--- src/rtl/taq_pkg.sv ---
// ----------------------------------------------------------------------------
// taq_pkg
// Codes and field widths shared by the threshold alarm qualifier.
// ----------------------------------------------------------------------------
package taq_pkg;

	localparam int CMD_W    = 3;
	localparam int VAL_W    = 16;
	localparam int MODE_W   = 3;
	localparam int TAG_W    = 8;
	localparam int STATUS_W = 2;
	localparam int EVENT_W  = 2;
	localparam int CFG_AW   = 3;
	localparam int CFG_DW   = 16;

	typedef logic [CMD_W-1:0]    cmd_t;
	typedef logic [VAL_W-1:0]    val_t;
	typedef logic [MODE_W-1:0]   mode_t;
	typedef logic [TAG_W-1:0]    tag_t;
	typedef logic [STATUS_W-1:0] status_t;
	typedef logic [EVENT_W-1:0]  event_t;
	typedef logic [CFG_AW-1:0]   cfg_addr_t;
	typedef logic [CFG_DW-1:0]   cfg_data_t;

	localparam cmd_t CMD_SAMPLE  = 3'd0;
	localparam cmd_t CMD_ENABLE  = 3'd1;
	localparam cmd_t CMD_DISABLE = 3'd2;
	localparam cmd_t CMD_CLEAR   = 3'd3;
	localparam cmd_t CMD_RESTART = 3'd4;

	localparam status_t ST_NORMAL   = 2'd0;
	localparam status_t ST_ACTIVE   = 2'd1;
	localparam status_t ST_DISABLED = 2'd2;

	localparam event_t EV_NONE      = 2'd0;
	localparam event_t EV_TRIGGERED = 2'd1;
	localparam event_t EV_RECOVERED = 2'd2;

	localparam mode_t MODE_GE = 3'd0;
	localparam mode_t MODE_GT = 3'd1;
	localparam mode_t MODE_LE = 3'd2;
	localparam mode_t MODE_LT = 3'd3;
	localparam mode_t MODE_EQ = 3'd4;
	localparam mode_t MODE_NE = 3'd5;

	localparam cfg_addr_t REG_COMPARE_MODE    = 3'd0;
	localparam cfg_addr_t REG_THRESHOLD       = 3'd1;
	localparam cfg_addr_t REG_HYSTERESIS      = 3'd2;
	localparam cfg_addr_t REG_TRIGGER_SAMPLES = 3'd3;
	localparam cfg_addr_t REG_RECOVER_SAMPLES = 3'd4;
	localparam cfg_addr_t REG_ALARM_TAG       = 3'd5;

endpackage

--- src/rtl/threshold_alarm_qualifier.sv ---
// ----------------------------------------------------------------------------
// threshold_alarm_qualifier
// Debounced threshold alarm with hysteresis, trigger count and event tagging.
// ----------------------------------------------------------------------------
// Each accepted command word yields exactly one result word in the next cycle.
// The block takes a new word in every cycle: all of the compare, counter and
// status update for a word is done in one pass between the input port and the
// result register, and in_ready stays high whenever the result register is
// empty or is being taken in the same cycle. Configuration is written through
// a plain write port and should be changed only while no result is pending.
// ----------------------------------------------------------------------------
module threshold_alarm_qualifier (
	input  logic               clk,
	input  logic               arst_n,
	input  logic               cfg_we,
	input  taq_pkg::cfg_addr_t cfg_addr,
	input  taq_pkg::cfg_data_t cfg_wdata,
	input  logic               in_valid,
	output logic               in_ready,
	input  taq_pkg::cmd_t      cmd,
	input  taq_pkg::val_t      sample_value,
	output logic               out_valid,
	input  logic               out_ready,
	output taq_pkg::status_t   alarm_status,
	output taq_pkg::event_t    event_res,
	output taq_pkg::tag_t      event_tag,
	output taq_pkg::val_t      trigger_total
);
	import taq_pkg::*;

	mode_t   mode_q;
	val_t    thresh_q;
	val_t    hyst_q;
	val_t    trig_len_q;
	val_t    recov_len_q;
	tag_t    tag_q;

	status_t status_q;
	logic    enabled_q;
	val_t    match_q;
	val_t    recov_q;
	val_t    trig_q;

	logic    out_valid_q;
	status_t out_status_q;
	event_t  out_event_q;
	tag_t    out_tag_q;
	val_t    out_total_q;

	status_t status_d;
	logic    enabled_d;
	val_t    match_d;
	val_t    recov_d;
	val_t    trig_d;
	event_t  ev_d;
	logic    cond_met;
	logic    recov_met;
	val_t    low_bound;
	val_t    high_bound;
	val_t    match_inc;
	val_t    recov_inc;
	logic    in_fire;

	assign in_ready = !out_valid_q || out_ready;
	assign in_fire  = in_valid && in_ready;

	always_ff @(posedge clk or negedge arst_n) begin
		if (!arst_n) begin
			mode_q      <= '0;
			thresh_q    <= '0;
			hyst_q      <= '0;
			trig_len_q  <= '0;
			recov_len_q <= '0;
			tag_q       <= '0;
		end else if (cfg_we) begin
			unique case (cfg_addr)
				REG_COMPARE_MODE:    mode_q      <= cfg_wdata[MODE_W-1:0];
				REG_THRESHOLD:       thresh_q    <= cfg_wdata[VAL_W-1:0];
				REG_HYSTERESIS:      hyst_q      <= cfg_wdata[VAL_W-1:0];
				REG_TRIGGER_SAMPLES: trig_len_q  <= cfg_wdata[VAL_W-1:0];
				REG_RECOVER_SAMPLES: recov_len_q <= cfg_wdata[VAL_W-1:0];
				REG_ALARM_TAG:       tag_q       <= cfg_wdata[TAG_W-1:0];
				default: ;
			endcase
		end
	end

	assign low_bound  = thresh_q - hyst_q;
	assign high_bound = thresh_q + hyst_q;
	assign match_inc  = match_q + 1'b1;
	assign recov_inc  = recov_q + 1'b1;

	always_comb begin
		case (mode_q)
			MODE_GE: cond_met = sample_value >= thresh_q;
			MODE_GT: cond_met = sample_value >  thresh_q;
			MODE_LE: cond_met = sample_value <= thresh_q;
			MODE_LT: cond_met = sample_value <  thresh_q;
			MODE_EQ: cond_met = sample_value == thresh_q;
			MODE_NE: cond_met = sample_value != thresh_q;
			default: cond_met = 1'b0;
		endcase
		case (mode_q) inside
			MODE_GE, MODE_GT: recov_met = sample_value < low_bound;
			MODE_LE, MODE_LT: recov_met = sample_value > high_bound;
			MODE_EQ:          recov_met = sample_value != thresh_q;
			MODE_NE:          recov_met = sample_value == thresh_q;
			default:          recov_met = 1'b0;
		endcase
	end

	always_comb begin
		status_d  = status_q;
		enabled_d = enabled_q;
		match_d   = match_q;
		recov_d   = recov_q;
		trig_d    = trig_q;
		ev_d      = EV_NONE;
		unique case (cmd)
			CMD_SAMPLE: begin
				if (enabled_q) begin
					if (status_q == ST_NORMAL) begin
						if (cond_met) begin
							match_d = match_inc;
							if (match_inc >= trig_len_q) begin
								status_d = ST_ACTIVE;
								match_d  = '0;
								recov_d  = '0;
								trig_d   = trig_q + 1'b1;
								ev_d     = EV_TRIGGERED;
							end
						end else begin
							match_d = '0;
						end
					end else if (status_q == ST_ACTIVE) begin
						if (recov_met) begin
							recov_d = recov_inc;
							if (recov_inc >= recov_len_q) begin
								status_d = ST_NORMAL;
								match_d  = '0;
								recov_d  = '0;
								ev_d     = EV_RECOVERED;
							end
						end else begin
							recov_d = '0;
						end
					end
				end
			end
			CMD_ENABLE: begin
				enabled_d = 1'b1;
				if (status_q == ST_DISABLED) begin
					status_d = ST_NORMAL;
				end
			end
			CMD_DISABLE: begin
				enabled_d = 1'b0;
				status_d  = ST_DISABLED;
				match_d   = '0;
				recov_d   = '0;
			end
			CMD_CLEAR: begin
				status_d = ST_NORMAL;
				match_d  = '0;
				recov_d  = '0;
			end
			CMD_RESTART: begin
				status_d  = ST_NORMAL;
				enabled_d = 1'b1;
				match_d   = '0;
				recov_d   = '0;
			end
			default: ;
		endcase
	end

	always_ff @(posedge clk or negedge arst_n) begin
		if (!arst_n) begin
			status_q  <= ST_NORMAL;
			enabled_q <= 1'b0;
			match_q   <= '0;
			recov_q   <= '0;
			trig_q    <= '0;
		end else if (in_fire) begin
			status_q  <= status_d;
			enabled_q <= enabled_d;
			match_q   <= match_d;
			recov_q   <= recov_d;
			trig_q    <= trig_d;
		end
	end

	always_ff @(posedge clk or negedge arst_n) begin
		if (!arst_n) begin
			out_valid_q <= 1'b0;
		end else if (in_ready) begin
			out_valid_q <= in_valid;
		end
	end

	always_ff @(posedge clk) begin
		if (in_fire) begin
			out_status_q <= status_d;
			out_event_q  <= ev_d;
			out_tag_q    <= (ev_d != EV_NONE) ? tag_q : '0;
			out_total_q  <= trig_d;
		end
	end

	assign out_valid     = out_valid_q;
	assign alarm_status  = out_status_q;
	assign event_res     = out_event_q;
	assign event_tag     = out_tag_q;
	assign trigger_total = out_total_q;

	// A disabled status always comes with the enable flag cleared.
	assert property (@(posedge clk) disable iff (!arst_n)
		status_q == ST_DISABLED |-> !enabled_q)
	else $error("disabled status while enabled");

	// Qualification counters only run in the status that uses them.
	assert property (@(posedge clk) disable iff (!arst_n)
		(match_q == '0 || status_q == ST_NORMAL) &&
		(recov_q == '0 || status_q == ST_ACTIVE))
	else $error("qualification counter running in wrong status");

	// The trigger count moves only with a trigger event.
	assert property (@(posedge clk) disable iff (!arst_n)
		!(in_fire && ev_d == EV_TRIGGERED) |=> $stable(trig_q))
	else $error("trigger count changed without a trigger");

	// A trigger reports an active status and the new count.
	assert property (@(posedge clk) disable iff (!arst_n)
		in_fire && ev_d == EV_TRIGGERED |=>
		out_valid && alarm_status == ST_ACTIVE && trigger_total == trig_q)
	else $error("trigger result inconsistent");

endmodule

--- config.mk ---
export PLATFORM = sky130hd
export DESIGN_NAME = threshold_alarm_qualifier
export DESIGN_NICKNAME = d
export VERILOG_FILES = /design/src/rtl/taq_pkg.sv /design/src/rtl/threshold_alarm_qualifier.sv
export SDC_FILE = /design/constraint.sdc
export NUM_CORES = 1
export LEC_CHECK = 0
export BUFFER_PORTS_ARGS = -buffer_cell sky130_fd_sc_hd__clkbuf_2
export CORE_ASPECT_RATIO = 1.75
export CORE_MARGIN = 1
export CORE_UTILIZATION = 40
export CTS_BUF_LIST = sky130_fd_sc_hd__clkbuf_8 sky130_fd_sc_hd__clkbuf_16
export DETAILED_ROUTE_END_ITERATION = 7
export GPL_TIMING_DRIVEN = 0
export MAX_ROUTING_LAYER = met4
export PLACE_DENSITY_LB_ADDON = 0.25
export SYNTH_ARGS = -nofsm -noshare
export SYNTH_HDL_FRONTEND = slang
export SYNTH_SLANG_ARGS = --single-unit
--- constraint.sdc ---
create_clock -name clk -period 5.7 [get_ports clk]
set_clock_uncertainty 0.1 [all_clocks]
set_input_delay 1.14 -clock clk [delete_from_list [all_inputs] [get_ports clk]]
set_output_delay 1.14 -clock clk [all_outputs]
set_load 0.02 [all_outputs]
# == Word-level counts from Yosys, hierarchy flattened ==
# Cells that the tools add are included.
# classes
addsub,5
order_cmp,8
eq_ne,24
mux,44
reduce_logical,24
# ops
operator,count
$mux 16,19
$pmux 16 s2,2
$add 16x1->16 const B,3
$ge 16x16->1,3
$gt 16x16->1,2
$lt 16x16->1,2
$mux 2,14
$eq 3x2->1 const B,6
$add 16x16->16,1
$eq 16x16->1,1
$le 16x16->1,1
$ne 16x16->1,1
$sub 16x16->16,1
$eq 3x3->1 const B,5
$ne 3x3->1 const B,5
$reduce_and 2->1,7
$reduce_and 6->1,2
$eq 3x1->1 const B,3
$logic_not 3->1,3
$pmux 2 s4,1
$reduce_or 2->1,4
$mux 1,6
$pmux 1 s6,1
$reduce_bool 2->1,3
9 further kinds,9
# word_totals
register_bits,155
input_bits,43
output_inout_bits,30
word_cells,121

# == Depth between registers and ports, before layout ==
# Gate-level depths: netlist of run 1.
# depth
word_depth,11
depth_mapped,23
ltp_nobuf,21

# == Worst setup path after synthesis of run 1 ==
# No wires, ideal clock.
# synth_path
path_type,reg2reg
startpoint,register thresh_q[1]
endpoint,register recov_q[10]
setup_ps,121
t_arrival_ps,4396
required_time_ps,5479
setup_slack_ps,1084
path_stages_with_launch,21
n_path_buf,2
synth_period_minus_slack_ps,4616
path_cell_list,dfrtp_1 > ha_1 > nor2b_1 > o31a_1 > nor3_1 > o41ai_1 > o41a_1 > a41o_1 > o41ai_1 > xnor2_1 > ha_1 > nand2_1 > nor4_1 > o2111ai_1 > o21ai_0 > a211oi_2 > and2_1 > buf_4 > and2_1 > buf_4 > a22o_1
# synth_via
elab_chain_len,10
word_cells_on_any_way,22
cone_classes,add/sub: 2; order compare: 6; eq/ne: 3; mux: 10; reduce/logical: 1
# synth_rtl
item,line_no,rtl
"start, declared",threshold_alarm_qualifier.sv:32,val_t thresh_q;
"start signal, assigned",threshold_alarm_qualifier.sv:78,REG_THRESHOLD: thresh_q <= cfg_wdata[VAL_W-1:0];
branches (longest 10 deep; another with $add 16x16->16),-,
"end signal, assigned",threshold_alarm_qualifier.sv:188,recov_q <= recov_d;
"end, declared",threshold_alarm_qualifier.sv:41,val_t recov_q;
# Several ways; the timed one is not identified. The select of a mux whose other input is x is not followed.
# A chain may end at the register's enable or synchronous reset.

# == Worst setup path in the final report of run 1 ==
# layout_path
startpoint,register hyst_q[1]
endpoint,register recov_q[6]
# layout_via
elab_chain_len,9
word_cells_on_any_way,11
cone_classes,add/sub: 2; order compare: 2; mux: 7
# layout_rtl
item,line_no,rtl
"start, declared",threshold_alarm_qualifier.sv:33,val_t hyst_q;
"start signal, assigned",threshold_alarm_qualifier.sv:79,REG_HYSTERESIS: hyst_q <= cfg_wdata[VAL_W-1:0];
$add 16x16->16,threshold_alarm_qualifier.sv:89,assign high_bound = thresh_q + hyst_q;
$gt 16x16->1,threshold_alarm_qualifier.sv:105,"MODE_LE, MODE_LT: recov_met = sample_value > high_bound;"
$mux 1,threshold_alarm_qualifier.sv:103,case (mode_q) inside
$mux 1 *,threshold_alarm_qualifier.sv:103,
$mux 16 *,threshold_alarm_qualifier.sv:136,if (recov_met) begin
$mux 16 *,threshold_alarm_qualifier.sv:135,end else if (status_q == ST_ACTIVE) begin
$mux 16 *,threshold_alarm_qualifier.sv:122,if (status_q == ST_NORMAL) begin
$mux 16 *,threshold_alarm_qualifier.sv:121,if (enabled_q) begin
$pmux 16 s2 *,threshold_alarm_qualifier.sv:119,unique case (cmd)
# Every way passes the cells marked *; elsewhere a longest branch is shown, timed or not. The select of a mux whose other input is x is not followed.

==> impl_summary.log, run 1 <==
[metrics] status: complete, no violations
[metrics] Synth area leaders: dfrtp_1 31%, ha_1 14%, edfxtp_1 8.1%
[metrics] most used cells in the layout excluding fill and tap cells: 127 x dfrtp_1, 113 x ha_1, 108 x nand2_1, 107 x o21ai_0, 94 x inv_1
[metrics] final setup vio count: 0
[metrics] fmax: 189.9 MHz
[metrics] final wirelength: 26040 microns
[metrics] count of different cell masters after synthesis: just over 70
[metrics] latest clock arrival within the worst-skew pair: ~0.44 ns
[metrics] total iterations of the first detailed-routing run: 5
[metrics] fill cell count: 2421
[metrics] GP Congestion: roughly 0.90
[metrics] reg-to-reg startpoint: hyst_q[1]$_DFFE_PN0P_
[metrics] number of top-level pins: 73
[metrics] worst reg2reg path endpoint: recov_q[6]$_DFFE_PN0P_
[metrics] proportion of total power due to net switching: 37.31%
[metrics] last element of the critical path: recov_q[6]$_DFFE_PN0P_
[metrics] launching element type of the critical path: register
[metrics] type of the worst setup path: reg -> reg
[metrics] Finished Layout Cells: 1506
[metrics] power spent charging and discharging nets: 1.460 mW
[metrics] cells on worst reg2reg path: 21
[metrics] # placed instances: 1473
[metrics] standard-cell rows: 77
[metrics] Area growth syn-to-layout: 13.29%
[metrics] synthesized cell area: between 10000 and 15000 sq um
[metrics] number of buffers on the longest clock path: 2
[metrics] share of the clock period used by the worst path: 92.37%
[metrics] remaining global-route overflow: 0
[metrics] number of enable-type register cells in the synthesized netlist: 28
[metrics] buffer cell driving the clock tree root: clkbuf_16
[metrics] portion of synthesized cell area occupied by the leading cell type: 30.80%
[metrics] final number of max-transition violations: 0
[metrics] post-synthesis sequential area ratio: 38.95%
[metrics] Worst-path clk slew: 0.06 ns
[metrics] wire length of the first global-routing pass: 42160 microns
[metrics] total design power: approximately 4 mW
[metrics] transition time at the pin with the least slew margin: 0.8888 ns
[metrics] most used flip-flop cell after synthesis: dfrtp_1
[metrics] antenna cell count: 0
[metrics] Crit path required time: 5.92 ns
[metrics] CTS buffer count: 17
[metrics] Gate power share: between 30% and 40%
[metrics] post-layout net count: 1335
[metrics] CTS tree: built
[metrics] kind of end point of the critical path: register
[metrics] launch point of the worst path: hyst_q[1]$_DFFE_PN0P_
[metrics] die area: approximately 26000 sq um
[metrics] number of hold violations in the final report: 0
[metrics] worst-case setup margin in the final layout: 0.4347 ns
[metrics] worst path arrival time: 5.49 ns
[metrics] peak ir drop on the vdd network: around 0.25 mV
[metrics] synthesized flop and latch total: 155
[metrics] mean cell area of the mapped netlist: 9.510 sq um
[metrics] Max Cap Violations: 0
[metrics] fraction of registers with async set or reset after synthesis: 81.94%
[metrics] clock network fraction of design power: 26.3%
[metrics] number of global-route vias before repair: ~8300
[metrics] register-to-register setup slack: 0.43 ns
[metrics] hold bufs inserted after CTS: 0
[metrics] cell taking the most area after synthesis: dfrtp_1
[metrics] number of DRC markers after the initial detailed-route iteration: 367
[metrics] per-cell via count in the routed design: 5.318
[metrics] final critical-path required period: roughly 5.3 ns
[metrics] routed via count: 8009
[metrics] synthesized net count: between 1000 and 1500
[metrics] number of post-CTS setup repair buffers: 0
[metrics] worst min-delay path category: reg -> reg
[metrics] HPWL after detailed placement: 20190 microns
[metrics] number of warnings printed during yosys synthesis: 0
[metrics] layout cells sized above 1: 14.54%
[metrics] CTS H-tree lvls: 4
[metrics] area of the placeable core: 25340 sq um
[metrics] chip width: 123.4 microns
[metrics] number of antenna violations at the first check in global routing: 0
[metrics] leakage: approximately 5.5 nW
[metrics] internal power summed over all cells: 2.454 mW
[metrics] total DRC errors in the routed layout: 0
[metrics] share of power burned in registers: 34.8%
[metrics] Resized Gates After CTS: 2
[metrics] largest net degree at the start of global routing: 101
[metrics] overall routing resource usage: 21.63%
[metrics] headroom to the max-slew limit: around 39%
[metrics] die boundary height: 214.5 microns
[metrics] starting density of the core: 40.72%
[metrics] I/O Buffers: 71
[metrics] number of standard cells after synthesis: about 1100
[metrics] Post-DRT Antenna Nets: 0
[metrics] clock sink count: roughly 160
[metrics] worst setup slack after placement: -0.2276 ns
[metrics] power per cell area: 334.9 nW/um^2
[metrics] routed wirelength normalized by instance count: 17.29 microns
[metrics] commonest non-fill, non-tap cell in the layout: dfrtp_1
[metrics] top fanout value on the critical path: 9
layer usage:
metal / up-vias / global-route usage, % / wire length [microns]
met4: 0 / 9.839 / 958
met1: 3840 / 22.46 / 10150
met2: 122 / 38.77 / 14340
li1: 3999 / - / -
met5: - / - / 0
met3: 48 / 3.644 / 593
through the flow:
stage / setup TNS (ns) / utilization, % / hold WS (ns) / area [sq um]
after global routing: -0.3344 / 46.14 / 0.4113 / 11690
after CTS: 0 / 45.89 / 0.3950 / 11630
after floorplan: 0 / - / 0.3607 / 10320
after detailed placement: -3.853 / 43.83 / 0.3841 / 11110
after global placement: -3.637 / 43.69 / 0.3732 / 11070
final: 0 / 46.14 / 0.3960 / 11690
power groups by stage:
stage	registers, mW	clock network, mW	logic, mW
floorplan	1.36	0	1.10
global placement	1.38	0	1.46
detailed placement	1.38	0	1.50
CTS	1.36	1.06	1.52
global route	1.38	1.10	1.73
finish	1.36	1.03	1.53
cell usage after synthesis, drive strengths merged, types with 3 or more instances:
cell       n
o31ai      7
edfxtp    28
or3        5
a31oi      8
o31a       3
a22o       8
a211o      3
o41ai      6
and2       4
a2111oi    3
a211oi     5
nor3b      3
nand3     32
inv       92
xnor2     37
mux2      31
nor2      48
dfrtp    127
buf       11
o21a       6
clkbuf    26
o21ai    109
nand2b    16
nand4      9
and3      12
or2        5
nand2    108
xor2      48
and4       5
a21o      12
nor3      29
nor4      16
ha       113
a221oi     4
o21bai     4
and3b      3
a21oi     46
o211ai     6
nor2b     22
worst max-delay path, cell delays in order, from the launching register on:
cell and delay, ns:
dfrtp_1 0.41, inv_1 0.14, ha_1 0.25, nor2b_1 0.14, o31a_1 0.27, nor3_1 0.31
o41ai_1 0.22, o41a_1 0.37, a41o_1 0.27, o41ai_1 0.31, xnor2_1 0.12, ha_1 0.30
nand2_1 0.09, nor4_2 0.34, o2111ai_1 0.19, o21ai_2 0.30, a211oi_2 0.12, and2_1 0.18
buf_4 0.17, and2_1 0.16, buf_4 0.16, a22o_1 0.23
logic make-up (layout without fill, tap and decap cells):
logic type,after synthesis,after routing,synth area share [%]
adder cells (fa/ha/maj),115,115,14.09
multiplexers,33,33,3.577
buffers and inverters,130,235,5.020
AND/OR/NAND/NOR,320,320,16.02
AO/OA/AOI/OAI,247,247,15.13
XOR/XNOR,85,85,7.215
flip-flops,155,155,38.95
flip-flops by register name, indices dropped and copies added (netlist names):
register / flops
trig_q: 16
recov_len_q: 16
match_q: 16
event_res: 2
recov_q: 16
status_q: 2
thresh_q: 16
event_tag: 8
hyst_q: 16
out_valid: 1
mode_q: 3
alarm_status: 2
enabled_q: 1
tag_q: 8
trigger_total: 16
trig_len_q: 16
final cells by class:
cell class                      instances  area (sq um)  share of cell area [%]
Inverter                               93         349.1                   2.986
Buffer                                 37         171.4                   1.466
Tap cell                              316         395.4                   3.382
Clock buffer                           18         439.2                   3.757
Sequential cell                       155          4019                   34.38
Timing Repair Buffer                   73         419.2                   3.586
Multi-Input combinational cell        800          5817                   49.76
Clock inverter                         14         80.08                  0.6850
how the worst min path moves through the flow:
stage                                         to  slack, ns              startpoint  cells past startpoint
after floorplan           trig_q[15]$_DFFE_PN0P_       0.36  trig_q[15]$_DFFE_PN0P_                      1
after global placement    trig_q[15]$_DFFE_PN0P_       0.37  trig_q[15]$_DFFE_PN0P_                      1
after detailed placement  trig_q[15]$_DFFE_PN0P_       0.38  trig_q[15]$_DFFE_PN0P_                      1
after CTS                 trig_q[15]$_DFFE_PN0P_       0.40  trig_q[15]$_DFFE_PN0P_                      1
after global routing      trig_q[15]$_DFFE_PN0P_       0.41  trig_q[15]$_DFFE_PN0P_                      1
final                     trig_q[15]$_DFFE_PN0P_       0.40  trig_q[15]$_DFFE_PN0P_                      1
(Power assumes the default switching activity.)
==> inputs of run 2 (changes only) <==
- PLACE_DENSITY_LB_ADDON: 0.25 -> not set
==> impl_summary.log, run 2 (synthesis gave the netlist of run 1 again) <==
[metrics] status: complete, no violations
[metrics] register-to-register setup slack: 0.41 ns (-0.02 ns)
[metrics] routed via count: 8086 (+0.96%)
[metrics] total iterations of the first detailed-routing run: 7 (+2)
[metrics] kind of end point of the critical path: register
[metrics] number of buffers on the longest clock path: 2 (unchanged)
[metrics] layout cells sized above 1: 14.54% (unchanged)
[metrics] Layout Cell Area excl Fill: 11750 sq um (+0.53%)
[metrics] worst min-delay path category: reg -> reg
[metrics] Worst-path clk slew: 0.06 ns (about the same)
[metrics] worst path arrival time: 5.52 ns (+0.03 ns)
[metrics] total design power: 4.030 mW (+3.0%)
[metrics] Top cell by count, worst path: ha_1
[metrics] dominant delay contributor by cell family on the critical path: compound AO/OA/AOI/OAI gates
[metrics] commonest non-fill, non-tap cell in the layout: dfrtp_1
[metrics] largest net degree at the start of global routing: 89 (-12%)
[metrics] share of the clock period used by the worst path: 92.77% (+0.40 points)
[metrics] routed wirelength normalized by instance count: 17.30 microns (about the same)
[metrics] final setup vio count: 0 (unchanged)
[metrics] leakage: 5.514 nW (+0.56%)
[metrics] crit-path cells: ha_1, nand2b_1, a221oi_1, o221a_2, o41ai_2, o31ai_2, a221oi_2, nor4_1, a211oi_1, ha_1, nand4_1, nor4_2, a21bo_2, o211ai_1, a21o_1, a31oi_2, or2_1, buf_2, o41ai_1
[metrics] die area: 26470 sq um (unchanged)
[metrics] CTS buffer count: 17 (unchanged)
[metrics] antenna cell count: 0 (unchanged)
[metrics] standard-cell rows: 77 (unchanged)
[metrics] starting density of the core: 40.72% (unchanged)
[metrics] per-cell via count in the routed design: 5.369 (+0.96%)
[metrics] post-layout net count: 1335 (unchanged)
[metrics] HPWL after detailed placement: 20160 microns (-0.18%)
[metrics] chip width: 123.4 microns (unchanged)
[metrics] number of DRC markers after the initial detailed-route iteration: 369 (+0.54%)
[metrics] final wirelength: 26060 microns (about the same)
[metrics] die boundary height: 214.5 microns (unchanged)
[metrics] CTS tree: built
[metrics] headroom to the max-slew limit: 42.19% (+3.0 points)
[metrics] remaining global-route overflow: 0 (unchanged)
[metrics] power per cell area: 342.9 nW/um^2 (+2.4%)
[metrics] final critical-path required period: 5.288 ns (+0.02278 ns)
[metrics] buffer cell driving the clock tree root: clkbuf_16
[metrics] peak ir drop on the vdd network: 0.2471 mV (-0.23%)
[metrics] GP Congestion: 0.9246 (+2.5%)
[metrics] RSZ-0062 raised after global routing: no
[metrics] type of the worst setup path: reg -> reg
[metrics] fmax: 189.1 MHz (-0.43%)
[metrics] Post-DRT Antenna Nets: 0 (unchanged)
[metrics] post-placement cell area: 11110 sq um (unchanged)
[metrics] number of buffer and inverter stages on the critical path: 1 (-2)
[metrics] crit-path max cell delay: 0.46 ns (+0.05 ns)
[metrics] transition time at the pin with the least slew margin: 0.8453 ns (-0.04346 ns)
[metrics] launching element type of the critical path: register
[metrics] number of antenna violations at the first check in global routing: 0 (unchanged)
[metrics] number of top-level pins: 73 (unchanged)
[metrics] overall routing resource usage: 21.49% (-0.14 points)
[metrics] Crit path required time: 5.93 ns (about the same)
[metrics] Max Cap Violations: 0 (unchanged)
[metrics] most used cells in the layout excluding fill and tap cells: 127 x dfrtp_1, 113 x ha_1, 108 x nand2_1, 107 x o21ai_0, 96 x inv_1
[metrics] I/O Buffers: 71 (unchanged)
[metrics] clock sink count: 155 (unchanged)
[metrics] Min Hold Slack: 0.3948 ns (-0.001201 ns)
[metrics] latest clock arrival within the worst-skew pair: 0.44 ns (about the same)
[metrics] total DRC errors in the routed layout: 0 (unchanged)
[metrics] final number of max-transition violations: 0 (unchanged)
[metrics] Area growth syn-to-layout: 13.90%
[metrics] top fanout value on the critical path: 10 (+1)
[metrics] number of hold violations in the final report: 0 (unchanged)
[metrics] wire length of the first global-routing pass: 41700 microns (-1.1%)
[metrics] area of the placeable core: 25340 sq um (unchanged)
[metrics] CTS H-tree lvls: 4 (unchanged)
[metrics] cell type of the slowest stage on the worst timing path: dfrtp_1
[metrics] number of global-route vias before repair: 8273 (-0.048%)
[metrics] number of post-CTS setup repair buffers: 0 (unchanged)
run 2: routing by layer:
metal | wire (microns) | global-route usage, %
met5 | 0 | -
met4 | 1387 | 12.93
met3 | 838 | 4.495
met1 | 9885 | 20.90
met2 | 13950 | 37.99
run 2: path summary, 6_finish.rpt:
check,start,end,cells after the start
setup / recovery,thresh_q[1]$_DFFE_PN0P_,match_q[7]$_DFFE_PN0P_,19
hold / removal,trig_q[15]$_DFFE_PN0P_,trig_q[15]$_DFFE_PN0P_,1
setup reg to reg,thresh_q[1]$_DFFE_PN0P_,match_q[7]$_DFFE_PN0P_,19
hold reg to reg,trig_q[15]$_DFFE_PN0P_,trig_q[15]$_DFFE_PN0P_,1
max in group asynchronous,arst_n,match_q[4]$_DFFE_PN0P_,2
min in group asynchronous,arst_n,recov_q[13]$_DFFE_PN0P_,1
run 2: through the flow:
stage | util [%] | cells | TNS [ns] | worst slack [ns]
floorplan | - | 1085 | 0 | 1.084
global placement | 43.69 | 1472 | -4.310 | -0.2182
detailed placement | 43.83 | 1473 | -3.634 | -0.1926
CTS | 46.15 | 1505 | 0 | 0.07140
global route | 46.38 | 1506 | 0 | 0.008274
finish | 46.38 | 1506 | 0 | 0.4119
run 2: final cells by class:
class	instances	area (sq um)
Tap cell	316	395.4
Fill cell	2443	13590
Clock buffer	17	425.4
Inverter	93	349.1
Buffer	37	171.4
Multi-Input combinational cell	800	5822
Timing Repair Buffer	73	411.6
Sequential cell	155	4019
Clock inverter	15	158.9
run 2: timing repair:
action	CTS	global route
hold buffers	0	0
endpoints found under the setup margin	32	32
pin swaps	0	0
gates resized for setup	2	10
run 2: worst register-to-register path, delay by kind of cell (launching register included):
family | cells | cell delay [ns]
AO/OA/AOI/OAI | 11 | 2.55
buffers and inverters | 1 | 0.19
flip-flops | 1 | 0.46
AND/OR/NAND/NOR | 5 | 1.23
adder cells (fa/ha/maj) | 2 | 0.64
run 2: power by group:
group          internal (mW)  total [mW]  switching, mW
Sequential              1.26        1.36         0.0977
Clock                  0.680        1.15          0.470
Combinational          0.630        1.52          0.888
